--- config.mk ---
export PLATFORM = sky130hd
export DESIGN_NAME = line_sensor_steering_top
export DESIGN_NICKNAME = d
export VERILOG_FILES = /design/src/rtl/lss_pkg.sv /design/src/rtl/lss_mul.sv /design/src/rtl/lss_div.sv /design/src/rtl/line_sensor_steering_top.sv
export SDC_FILE = /design/constraint.sdc
export NUM_CORES = 1
export LEC_CHECK = 0
export ABC_CLOCK_PERIOD_IN_PS = 6700
export BUFFER_PORTS_ARGS = -buffer_cell sky130_fd_sc_hd__buf_2
export CAP_MARGIN = 15
export CORE_MARGIN = 2
export CORE_UTILIZATION = 65
export DETAILED_ROUTE_END_ITERATION = 10
export GPL_TIMING_DRIVEN = 0
export PLACE_DENSITY = 0.87
export SYNTH_ARGS = -nofsm -noshare
export SYNTH_HDL_FRONTEND = slang
export SYNTH_HIERARCHICAL = 1
export SYNTH_SLANG_ARGS = --single-unit
--- constraint.sdc ---
create_clock -name clk_i -period 6.7 [get_ports clk_i]
set_clock_uncertainty 0.05 [all_clocks]
set_input_delay 0 -clock clk_i [delete_from_list [all_inputs] [get_ports clk_i]]
set_output_delay 0 -clock clk_i [all_outputs]
set_load 0.1 [all_outputs]
--- src/rtl/lss_pkg.sv ---
// ----------------------------------------------------------------------------
// lss_pkg: shared types and constants of the line sensor steering block
// Field widths, sensor weights and the sensor scan function.
// ----------------------------------------------------------------------------
package lss_pkg;

  localparam int SENS_W  = 8;   // sensor pattern
  localparam int SPEED_W = 11;  // base speed
  localparam int GAIN_W  = 16;  // steering gain, Q8.8
  localparam int SUM_W   = 7;   // signed weighted sum
  localparam int MAG_W   = 6;   // error magnitude before division
  localparam int CNT_W   = 4;   // count of set bits, also the divisor
  localparam int PROD_W  = MAG_W + GAIN_W;
  localparam int FRAC_W  = 8;   // fraction bits of the gain
  localparam int QUO_W   = PROD_W - FRAC_W;
  localparam int ERR_FRAC_W = 4;
  localparam int ERR_W   = 11;
  localparam int SET_W   = 15;
  localparam int IN_W    = 24;
  localparam int OUT_W   = 48;

  localparam logic [GAIN_W-1:0] GAIN_RST = 16'd256;
  localparam logic [MAG_W-1:0]  LOST_MAG = 6'd40;

  typedef logic signed [SUM_W-1:0] wsum_t;

  localparam wsum_t WEIGHT [SENS_W] = '{
    -7'sd24, -7'sd12, -7'sd6, -7'sd4, 7'sd4, 7'sd6, 7'sd12, 7'sd24
  };

  typedef struct packed {
    wsum_t             sum;
    logic [CNT_W-1:0]  cnt;
  } scan_t;

  function automatic scan_t sensor_scan(input logic [SENS_W-1:0] bits);
    scan_t r;
    r.sum = '0;
    r.cnt = '0;
    for (int i = 0; i < SENS_W; i++) begin
      if (bits[i]) begin
        r.sum = r.sum + WEIGHT[i];
        r.cnt = r.cnt + 1'b1;
      end
    end
    return r;
  endfunction

endpackage

--- src/rtl/lss_mul.sv ---
// ----------------------------------------------------------------------------
// lss_mul: bit-serial shift-add multiplier
// Consumes one bit of b per cycle, LSB first, with a narrow adder on a.
// ----------------------------------------------------------------------------
module lss_mul import lss_pkg::*; #(
  parameter int A_W = MAG_W,
  parameter int B_W = GAIN_W
) (
  input  logic               clk_i,
  input  logic               rst_ni,
  input  logic               start_i,
  input  logic [A_W-1:0]     a_i,
  input  logic [B_W-1:0]     b_i,
  output logic               done_o,
  output logic [A_W+B_W-1:0] prod_o
);

  localparam int P_W = A_W + B_W;
  localparam int CW  = (B_W > 1) ? $clog2(B_W) : 1;

  logic [P_W-1:0] prod_q, prod_d;
  logic [A_W-1:0] a_q;
  logic [A_W:0]   acc;
  logic [CW-1:0]  cnt_q;
  logic           busy_q, done_q;

  // add a into the upper part when the current multiplier bit is set, then shift
  always_comb begin
    acc    = {1'b0, prod_q[P_W-1:B_W]} + (prod_q[0] ? {1'b0, a_q} : '0);
    prod_d = {acc, prod_q[B_W-1:1]};
  end

  always_ff @(posedge clk_i or negedge rst_ni) begin
    if (!rst_ni) begin
      busy_q <= 1'b0;
      done_q <= 1'b0;
      cnt_q  <= '0;
    end else if (start_i) begin
      busy_q <= 1'b1;
      done_q <= 1'b0;
      cnt_q  <= CW'(B_W - 1);
    end else if (busy_q) begin
      if (cnt_q == '0) begin
        busy_q <= 1'b0;
        done_q <= 1'b1;
      end else begin
        cnt_q <= cnt_q - 1'b1;
      end
    end
  end

  always_ff @(posedge clk_i) begin
    if (start_i) begin
      prod_q <= {{A_W{1'b0}}, b_i};
      a_q    <= a_i;
    end else if (busy_q) begin
      prod_q <= prod_d;
    end
  end

  assign done_o = done_q;
  assign prod_o = prod_q;

endmodule

--- src/rtl/lss_div.sv ---
// ----------------------------------------------------------------------------
// lss_div: bit-serial restoring divider
// One quotient bit per cycle, MSB first, remainder as narrow as the divisor.
// ----------------------------------------------------------------------------
module lss_div import lss_pkg::*; #(
  parameter int DVD_W = QUO_W,
  parameter int DSR_W = CNT_W
) (
  input  logic             clk_i,
  input  logic             rst_ni,
  input  logic             start_i,
  input  logic [DVD_W-1:0] dividend_i,
  input  logic [DSR_W-1:0] divisor_i,
  output logic             done_o,
  output logic [DVD_W-1:0] quotient_o
);

  localparam int CW = (DVD_W > 1) ? $clog2(DVD_W) : 1;

  logic [DVD_W-1:0] quo_q;
  logic [DSR_W-1:0] dsr_q, rem_q, rem_d;
  logic [DSR_W:0]   trial, diff;
  logic             ge;
  logic [CW-1:0]    cnt_q;
  logic             busy_q, done_q;

  always_comb begin
    trial = {rem_q, quo_q[DVD_W-1]};
    diff  = trial - {1'b0, dsr_q};
    ge    = (trial >= {1'b0, dsr_q});
    rem_d = ge ? diff[DSR_W-1:0] : trial[DSR_W-1:0];
  end

  always_ff @(posedge clk_i or negedge rst_ni) begin
    if (!rst_ni) begin
      busy_q <= 1'b0;
      done_q <= 1'b0;
      cnt_q  <= '0;
    end else if (start_i) begin
      busy_q <= 1'b1;
      done_q <= 1'b0;
      cnt_q  <= CW'(DVD_W - 1);
    end else if (busy_q) begin
      if (cnt_q == '0) begin
        busy_q <= 1'b0;
        done_q <= 1'b1;
      end else begin
        cnt_q <= cnt_q - 1'b1;
      end
    end
  end

  // dividend shifts out at the top while quotient bits shift in at the bottom
  always_ff @(posedge clk_i) begin
    if (start_i) begin
      quo_q <= dividend_i;
      dsr_q <= divisor_i;
      rem_q <= '0;
    end else if (busy_q) begin
      quo_q <= {quo_q[DVD_W-2:0], ge};
      rem_q <= rem_d;
    end
  end

  assign done_o     = done_q;
  assign quotient_o = quo_q;

endmodule

--- src/rtl/line_sensor_steering_top.sv ---
// Path: an accepted input beat runs through 16 multiply steps (one gain bit each), then
// 14 divide steps (one quotient bit each) and the S_FIN handoff to the output register.
// Flow: one item at a time, input taken only in S_IDLE; the serial multiplier, the shared
// serial divider and an output stall hold it; the error division runs beside the multiply.
// Reset: asynchronous, active low; clears the FSM, the output valid, the stored
// error sign and sets the steering gain to 1.0 (256).
// ----------------------------------------------------------------------------
// line_sensor_steering_top: weighted-centroid line follower steering
// Turns an 8-bit sensor pattern and a base speed into left/right setpoints.
// ----------------------------------------------------------------------------
module line_sensor_steering_top import lss_pkg::*; (
  input  logic              clk_i,
  input  logic              rst_ni,
  input  logic              cfg_we_i,
  input  logic [GAIN_W-1:0] cfg_wdata_i,    // steer_gain, unsigned Q8.8
  input  logic              s_axis_tvalid,
  output logic              s_axis_tready,
  input  logic [IN_W-1:0]   s_axis_tdata,   // [7:0] sensor_bits, [18:8] cruise_speed
  output logic              m_axis_tvalid,
  input  logic              m_axis_tready,
  output logic [OUT_W-1:0]  m_axis_tdata,   // [14:0] left_setpoint,
                                            // [29:15] right_setpoint, [40:30] line_error
  output logic              m_axis_tuser    // line_lost
);

  typedef enum logic [1:0] {
    S_IDLE,
    S_MUL,
    S_DIV,
    S_FIN
  } state_e;

  state_e              state_q;
  logic [GAIN_W-1:0]   gain_q;
  logic                lep_q;
  logic                neg_q, lost_q;
  logic [CNT_W-1:0]    dsr_q;
  logic [SPEED_W-1:0]  base_q;
  logic [ERR_W-1:0]    err_mag_q;
  logic                out_valid_q, out_user_q;
  logic [OUT_W-1:0]    out_data_q;

  scan_t               scan;
  logic                in_acc, lost_d, sum_neg, neg_d;
  wsum_t               abs_sum;
  logic [MAG_W-1:0]    mag_d;
  logic [CNT_W-1:0]    dsr_d;

  logic                mul_done, div_start, div_done;
  logic [PROD_W-1:0]   prod;
  logic [QUO_W-1:0]    div_dvd, quo;
  logic [CNT_W-1:0]    div_dsr;

  logic signed [SET_W-1:0] base_x, turn, left_sp, right_sp;
  logic [ERR_W-1:0]        err_out;

  assign s_axis_tready = (state_q == S_IDLE);
  assign in_acc        = s_axis_tvalid && s_axis_tready;

  // classify the pattern; a lost line behaves as magnitude 40 over a count of one
  always_comb begin
    scan    = sensor_scan(s_axis_tdata[SENS_W-1:0]);
    lost_d  = (scan.cnt == '0);
    sum_neg = scan.sum[SUM_W-1];
    abs_sum = sum_neg ? -scan.sum : scan.sum;
    mag_d   = lost_d ? LOST_MAG : abs_sum[MAG_W-1:0];
    dsr_d   = lost_d ? CNT_W'(1) : scan.cnt;
    neg_d   = lost_d ? !lep_q : sum_neg;
  end

  assign div_start = in_acc || ((state_q == S_MUL) && mul_done);
  assign div_dvd   = (state_q == S_IDLE)
                   ? QUO_W'({mag_d, {ERR_FRAC_W{1'b0}}})
                   : prod[PROD_W-1:FRAC_W];
  assign div_dsr   = (state_q == S_IDLE) ? dsr_d : dsr_q;

  lss_mul #(
    .A_W (MAG_W),
    .B_W (GAIN_W)
  ) u_mul (
    .clk_i   (clk_i),
    .rst_ni  (rst_ni),
    .start_i (in_acc),
    .a_i     (mag_d),
    .b_i     (gain_q),
    .done_o  (mul_done),
    .prod_o  (prod)
  );

  lss_div #(
    .DVD_W (QUO_W),
    .DSR_W (CNT_W)
  ) u_div (
    .clk_i      (clk_i),
    .rst_ni     (rst_ni),
    .start_i    (div_start),
    .dividend_i (div_dvd),
    .divisor_i  (div_dsr),
    .done_o     (div_done),
    .quotient_o (quo)
  );

  always_comb begin
    base_x   = SET_W'(signed'(base_q));
    turn     = neg_q ? -signed'({1'b0, quo}) : signed'({1'b0, quo});
    left_sp  = base_x - turn;
    right_sp = base_x + turn;
    err_out  = neg_q ? -err_mag_q : err_mag_q;
  end

  always_ff @(posedge clk_i or negedge rst_ni) begin
    if (!rst_ni) begin
      gain_q <= GAIN_RST;
    end else if (cfg_we_i) begin
      gain_q <= cfg_wdata_i;
    end
  end

  always_ff @(posedge clk_i or negedge rst_ni) begin
    if (!rst_ni) begin
      state_q     <= S_IDLE;
      lep_q       <= 1'b0;
      neg_q       <= 1'b0;
      lost_q      <= 1'b0;
      dsr_q       <= '0;
      base_q      <= '0;
      err_mag_q   <= '0;
      out_valid_q <= 1'b0;
      out_user_q  <= 1'b0;
      out_data_q  <= '0;
    end else begin
      // S_FIN reloads the output register itself
      if (out_valid_q && m_axis_tready && (state_q != S_FIN)) begin
        out_valid_q <= 1'b0;
      end
      case (state_q)
        S_IDLE: begin
          if (in_acc) begin
            neg_q   <= neg_d;
            lost_q  <= lost_d;
            dsr_q   <= dsr_d;
            base_q  <= s_axis_tdata[SENS_W +: SPEED_W];
            // a lost line keeps the stored sign
            if (!lost_d) begin
              lep_q <= !sum_neg && (scan.sum != '0);
            end
            state_q <= S_MUL;
          end
        end
        S_MUL: begin
          if (div_done) begin
            err_mag_q <= quo[ERR_W-1:0];
          end
          if (mul_done) begin
            state_q <= S_DIV;
          end
        end
        S_DIV: begin
          if (div_done) begin
            state_q <= S_FIN;
          end
        end
        S_FIN: begin
          // hold the result until the output register is free
          if (!out_valid_q || m_axis_tready) begin
            out_valid_q <= 1'b1;
            out_user_q  <= lost_q;
            out_data_q  <= OUT_W'({err_out, right_sp, left_sp});
            state_q     <= S_IDLE;
          end
        end
        default: begin
          state_q <= S_IDLE;
        end
      endcase
    end
  end

  assign m_axis_tvalid = out_valid_q;
  assign m_axis_tdata  = out_data_q;
  assign m_axis_tuser  = out_user_q;

endmodule

# Yosys cells after proc, flatten, opt, wreduce, memory -nomap -nowiden
# Cells that the tools add are included.
dict set report word_totals {
  elab_cells 134
  register_bits 152
}
dict set report op_classes {
  n_bitwise 1
  n_addsub 23
  eq_ne 10
  reduce_logical 28
  n_lt_le_gt_ge 1
  n_mux 48
}
# cell count
set op_table {}
lappend op_table {{2-to-1 mux 11 bit} 9}
lappend op_table {{2-to-1 mux 14 bit} 3}
lappend op_table {{2-to-1 mux 4 bit} 9}
lappend op_table {{2-to-1 mux 16 bit} 2}
lappend op_table {{adder 4 x 1 -> 4 bit, second input constant} 7}
lappend op_table {{adder 7 x 4 -> 7 bit, second input constant} 3}
lappend op_table {{2-to-1 mux 6 bit} 3}
lappend op_table {{2-to-1 mux 1 bit} 16}
lappend op_table {{adder 11 x 15 -> 15 bit} 1}
lappend op_table {{2-to-1 mux 15 bit} 1}
lappend op_table {{negator 14 -> 15 bit} 1}
lappend op_table {{subtractor 11 x 15 -> 15 bit} 1}
lappend op_table {{adder 7 x 5 -> 7 bit, second input constant} 2}
lappend op_table {{AND reduction 2 bit} 7}
lappend op_table {{logical NOT 4 bit} 3}
lappend op_table {{negator 11 bit} 1}
lappend op_table {{2-to-1 mux 2 bit} 4}
lappend op_table {{!= test 2 bit, second input constant} 4}
lappend op_table {{case mux 2 bit (4 select lines)} 1}
lappend op_table {{nonzero test 2 bit} 4}
lappend op_table {{subtractor 4 x 1 -> 4 bit, second input constant} 2}
lappend op_table {{adder 6 x 6 -> 7 bit} 1}
lappend op_table {{adder 7 x 3 -> 7 bit, second input constant} 1}
lappend op_table {{adder 7 x 6 -> 7 bit, second input constant} 1}
lappend op_table {{14 further kinds} 24}

# Depth between registers and ports, before layout
dict set report depth {
  ltp_word 20
  mapped_depth 27
  depth_no_buf 25
}

# By module
# The synthesis kept the hierarchy.
# module cells_per_inst instances seq_area_each_um2 area_each_um2
set modules_own_cells {}
lappend modules_own_cells {line_sensor_steering_top 749 1 2228.4 6686.4}
lappend modules_own_cells {lss_mul 124 1 930.9 1571.5}
lappend modules_own_cells {lss_div 101 1 770.7 1341.3}

# Least setup slack after synthesis
# OpenSTA, ideal clock, no wires.
dict set report synth_path {
  path_type {input to register}
  start {input s_axis_tdata[1]}
  end {register u_div.quo_q[5], in the netlist u_div/quotient_o[5], data pin}
  t_arrival_ns 4.494
  n_path_buf 2
  setup_time_ns 0.260
  path_slack_ns 1.897
  stages 26
  required_time_ns 6.390
  cell_sequence {buf_2 inv_1 ha_1 clkbuf_4 xor2_1 ha_1 and2_1 a21o_1 ha_1 nor2_1 nor2_1 ha_1 nand2_1 o31ai_1 ha_1 mux2i_1 inv_1 ha_1 nand2_1 xor2_1 xnor2_1 nand3_1 nor2_1 nor2_1 mux2_2 mux2_2}
}
dict set report synth_via {
  elab_chain_len 18
}
# element line
set synth_rtl {}
lappend synth_rtl {{start: declaration} line_sensor_steering_top.sv:18} ;# input logic [IN_W-1:0] s_axis_tdata,
lappend synth_rtl {{2-to-1 mux 11 bit *} lss_pkg.sv:41} ;# if (bits[i]) begin
lappend synth_rtl {{adder 7 x 4 -> 7 bit} lss_pkg.sv:42} ;# r.sum = r.sum + WEIGHT[i];
lappend synth_rtl {{2-to-1 mux 11 bit *} lss_pkg.sv:41}
lappend synth_rtl {{adder 7 x 3 -> 7 bit} lss_pkg.sv:42}
lappend synth_rtl {{2-to-1 mux 11 bit *} lss_pkg.sv:41}
lappend synth_rtl {{adder 7 x 4 -> 7 bit} lss_pkg.sv:42}
lappend synth_rtl {{2-to-1 mux 11 bit *} lss_pkg.sv:41}
lappend synth_rtl {{adder 7 x 4 -> 7 bit} lss_pkg.sv:42}
lappend synth_rtl {{(+4 left out)} -}
lappend synth_rtl {{2-to-1 mux 11 bit *} lss_pkg.sv:41}
lappend synth_rtl {{negator 6 bit} line_sensor_steering_top.sv:65} ;# abs_sum = sum_neg ? -scan.sum : scan.sum;
lappend synth_rtl {{2-to-1 mux 6 bit} line_sensor_steering_top.sv:65}
lappend synth_rtl {{2-to-1 mux 6 bit *} line_sensor_steering_top.sv:66} ;# mag_d = lost_d ? LOST_MAG : abs_sum[MAG_W-1:0];
lappend synth_rtl {{net mag_d[1]} line_sensor_steering_top.sv:46} ;# logic [MAG_W-1:0] mag_d;
lappend synth_rtl {{2-to-1 mux 14 bit *} line_sensor_steering_top.sv:73} ;# ? QUO_W'({mag_d, {ERR_FRAC_W{1'b0}}})
lappend synth_rtl {{net div_dvd[5]} line_sensor_steering_top.sv:51} ;# logic [QUO_W-1:0] div_dvd, quo;
lappend synth_rtl {{2-to-1 mux 14 bit *} lss_div.sv:55} ;# if (start_i) begin
lappend synth_rtl {{end signal: assignment} lss_div.sv:56} ;# quo_q <= dividend_i;
lappend synth_rtl {{end signal: assignment} lss_div.sv:60} ;# quo_q <= {quo_q[DVD_W-2:0], ge};
lappend synth_rtl {{end: declaration} lss_div.sv:20} ;# logic [DVD_W-1:0] quo_q;
# Mark *: on every way through the listed nets, which the timed path passes. The rest lies on a longest branch.
# A chain may end at the register's enable or synchronous reset.

# Worst setup path after layout
# Same ends and word-level chain as after synthesis.

==> flow_metrics.env <==
export IMPL_status="complete, but fails checks"
export IMPL_violations="negative hold slack"
export IMPL_grt_pass1_vias=7877
export IMPL_slew_violations=0
export IMPL_critPathRequiredTime_ns=6.83
export IMPL_tightest_slew_ns=0.806
export IMPL_layout_common_cells="106 x nand2_1, 100 x dfrtp_1, 83 x buf_2"
export IMPL_post_cts_buffers=0
export IMPL_overflow=0
export IMPL_clock_sinks=151
export IMPL_grtUsageTotal_pct=29.9
export IMPL_cap_violations=0
export IMPL_synthTopCellsByArea="dfrtp_1 26%, edfxtp_1 13%, mux2_2 8.0%"
export IMPL_io_pins=96
export IMPL_cp_slowest_stage_delay_ns=0.47
export IMPL_fmaxAchievable_mhz=189
export IMPL_rows=44
export IMPL_place_ws_ns=1.12
export IMPL_synthArstFlopShare_pct=66.9
export IMPL_port_buffers=79
export IMPL_via_per_inst=6.02
export IMPL_netlist_area_sq_um=9600
export IMPL_start_util_pct=66.3
export IMPL_crit_top_cell="ha_1"
export IMPL_setup_violations=0
export IMPL_area_delta_synth_final_pct=16.6
export IMPL_min_period_over_period_pct=78.9
export IMPL_ctsHoldBuffers=33
export IMPL_ys_seq_area_share_pct=40.9
export IMPL_cp_num_buf_inv=5
export IMPL_dp_cells=1245
export IMPL_numCtsBuffers=17
export IMPL_ys_flop_type="dfrtp_1"
export IMPL_relSlewSlack_pct=44.9
export IMPL_place_congestion=0.899
export IMPL_cts_tree="done"
export IMPL_arrival_ns=5.42
export IMPL_dp_hpwl_mm=15.7
export IMPL_stdcell_count=1310
export IMPL_hold_path_class="input port to register"
export IMPL_finalNetCount=1220
export IMPL_hold_violations=1
export IMPL_clockRootBuffer="clkbuf_16"
export IMPL_diodes=0
export IMPL_crit_path_end_kind="register"
export IMPL_yosysTopAreaCellShare_pct=26.1
export IMPL_grt_max_degree=65
export IMPL_final_common_cell="nand2_1"
export IMPL_hold_ws_ns=-0.00158
export IMPL_cts_resized=0
export IMPL_avgSynthCellArea_sq_um=9.86
export IMPL_worstSetupPathType="input port to register"
export IMPL_start_kind="input port"
export IMPL_die_height_microns=126
export IMPL_r2r_slack_ns=2.42
export IMPL_synth_cells=974
export IMPL_design_core_area_sq_um=14500
export IMPL_finalWorstSetupSlack_ns=1.41
export IMPL_h_tree_depth=4
export IMPL_clkTransAtPathRegs_ns=0.07
export IMPL_drc=0
export IMPL_grt_pass1_wl_mm=38.1
export IMPL_antenna_found_initial=0
export IMPL_wl_per_cell_microns=17.4
export IMPL_clk_path_buf_depth=2
export IMPL_yosysTopAreaCell="dfrtp_1"
export IMPL_wl_mm=22.7
export IMPL_tns_ns=0
export IMPL_firstDrtPassIters=6
export IMPL_drive_gt1_share_pct=19.7
export IMPL_ys_ff_latch=151
export IMPL_synth_cell_type_count=87
export IMPL_drt_iter0_drc=655
export IMPL_cp_top_family="adder cells"
export IMPL_synth_edf_count=40
export IMPL_dieArea_sq_um=15800
export IMPL_yosysWarnings=6
export IMPL_slowest_stage="nor2_1"
export IMPL_rsz0062_at_grt="false"
export IMPL_vias=7887
export IMPL_ant_nets=0
export IMPL_dieWidth_microns=126
export IMPL_fin_crit_ns=5.29
export IMPL_clk_latency_ns=0.43
export IMPL_cp_max_fo=10
cells in the mapped netlist, types with 15 or more instances:
cell	count
nor3_1	21
nand2_1	106
xnor2_1	40
clkbuf_1	28
inv_1	72
o31ai_1	15
edfxtp_1	40
a21oi_1	27
nor2b_1	18
ha_1	58
xor2_1	26
dfrtp_1	100
nor2_1	53
o21ai_0	63
mux2_2	68
cells by family (layout without fill, tap and decap cells):
family	Yosys count	after routing	share of synthesized area [%]
flops	151	151	40.9
other cells	1	8	0.0391
fa+ha+maj	62	62	8.39
compound gates	214	214	15.7
buf+inv	124	269	5.50
mux	74	74	8.63
simple gates	278	278	14.0
xor+xnor	70	70	6.86
stage by stage:
stage / utilization, % / hold slack (ns) / instance area, sq um
final: 77.3 / -0.00158 / 11200
after global routing: 77.3 / 0.00889 / 11200
after CTS: 77.3 / 0.000525 / 11200
after detailed placement: 71.0 / -0.0551 / 10300
after global placement: 70.8 / 0.181 / 10300
after floorplan: - / -0.346 / 9630
final timing paths:
path                                                   from                            end  depth (start not counted)
worst min register to register  u_div/rem_q[3]$_SDFFE_PP0P_    u_div/rem_q[3]$_SDFFE_PP0P_                          2
worst max register to register            neg_q$_DFFE_PN0P_   m_axis_tdata[28]$_DFFE_PN0P_                         13
worst max-delay path                        s_axis_tdata[1]  u_div/quotient_o[5]$_DFFE_PP_                         27
min in group asynchronous                            rst_ni   m_axis_tdata[21]$_DFFE_PN0P_                          2
worst min-delay path                               cfg_we_i          gain_q[5]$_DFFE_PN0P_                          2
max in group asynchronous                            rst_ni          gain_q[8]$_DFFE_PN1P_                          3
routing by layer:
| layer | track usage [%] | wire (microns) | vias to the layer above | part of all wire [%] |
|---|---|---|---|---|
| li1 | - | - | 3723 | - |
| met1 | 35.8 | 9260 | 3834 | 41 |
| met2 | 52.6 | 11600 | 258 | 51 |
| met3 | 5.99 | 1080 | 72 | 4.7 |
| met4 | 12.5 | 774 | 0 | 3.4 |
| met5 | 0 | 0 | - | 0 |
final cells by class:
cell class / count / area, sq um
Sequential cell: 151 / 3930
Tap cell: 184 / 230
Clock inverter: 14 / 138
Clock buffer: 18 / 439
Timing Repair Buffer: 113 / 756
Multi-Input combinational cell: 706 / 5170
Inverter: 75 / 282
Fill cell: 936 / 3290
Buffer: 49 / 246
sequential cells by signal, indices dropped and copies added (netlist names):
name / cells
u_mul/a_q: 6
u_div/done_o: 1
u_mul/cnt_q: 4
m_axis_tdata: 40
dsr_q: 4
u_mul/busy_q: 1
u_mul/prod_o: 22
neg_q: 1
m_axis_tvalid: 1
u_mul/done_o: 1
base_q: 11
err_mag_q: 11
lost_q: 1
gain_q: 16
state_q: 2
u_div/dsr_q: 4
u_div/rem_q: 4
u_div/busy_q: 1
m_axis_tuser: 1
u_div/cnt_q: 4
lep_q: 1
u_div/quotient_o: 14
Power is left out: the tool's default activity adds up to more than one toggle a clock period on the data nets, which glitch-free logic cannot reach.
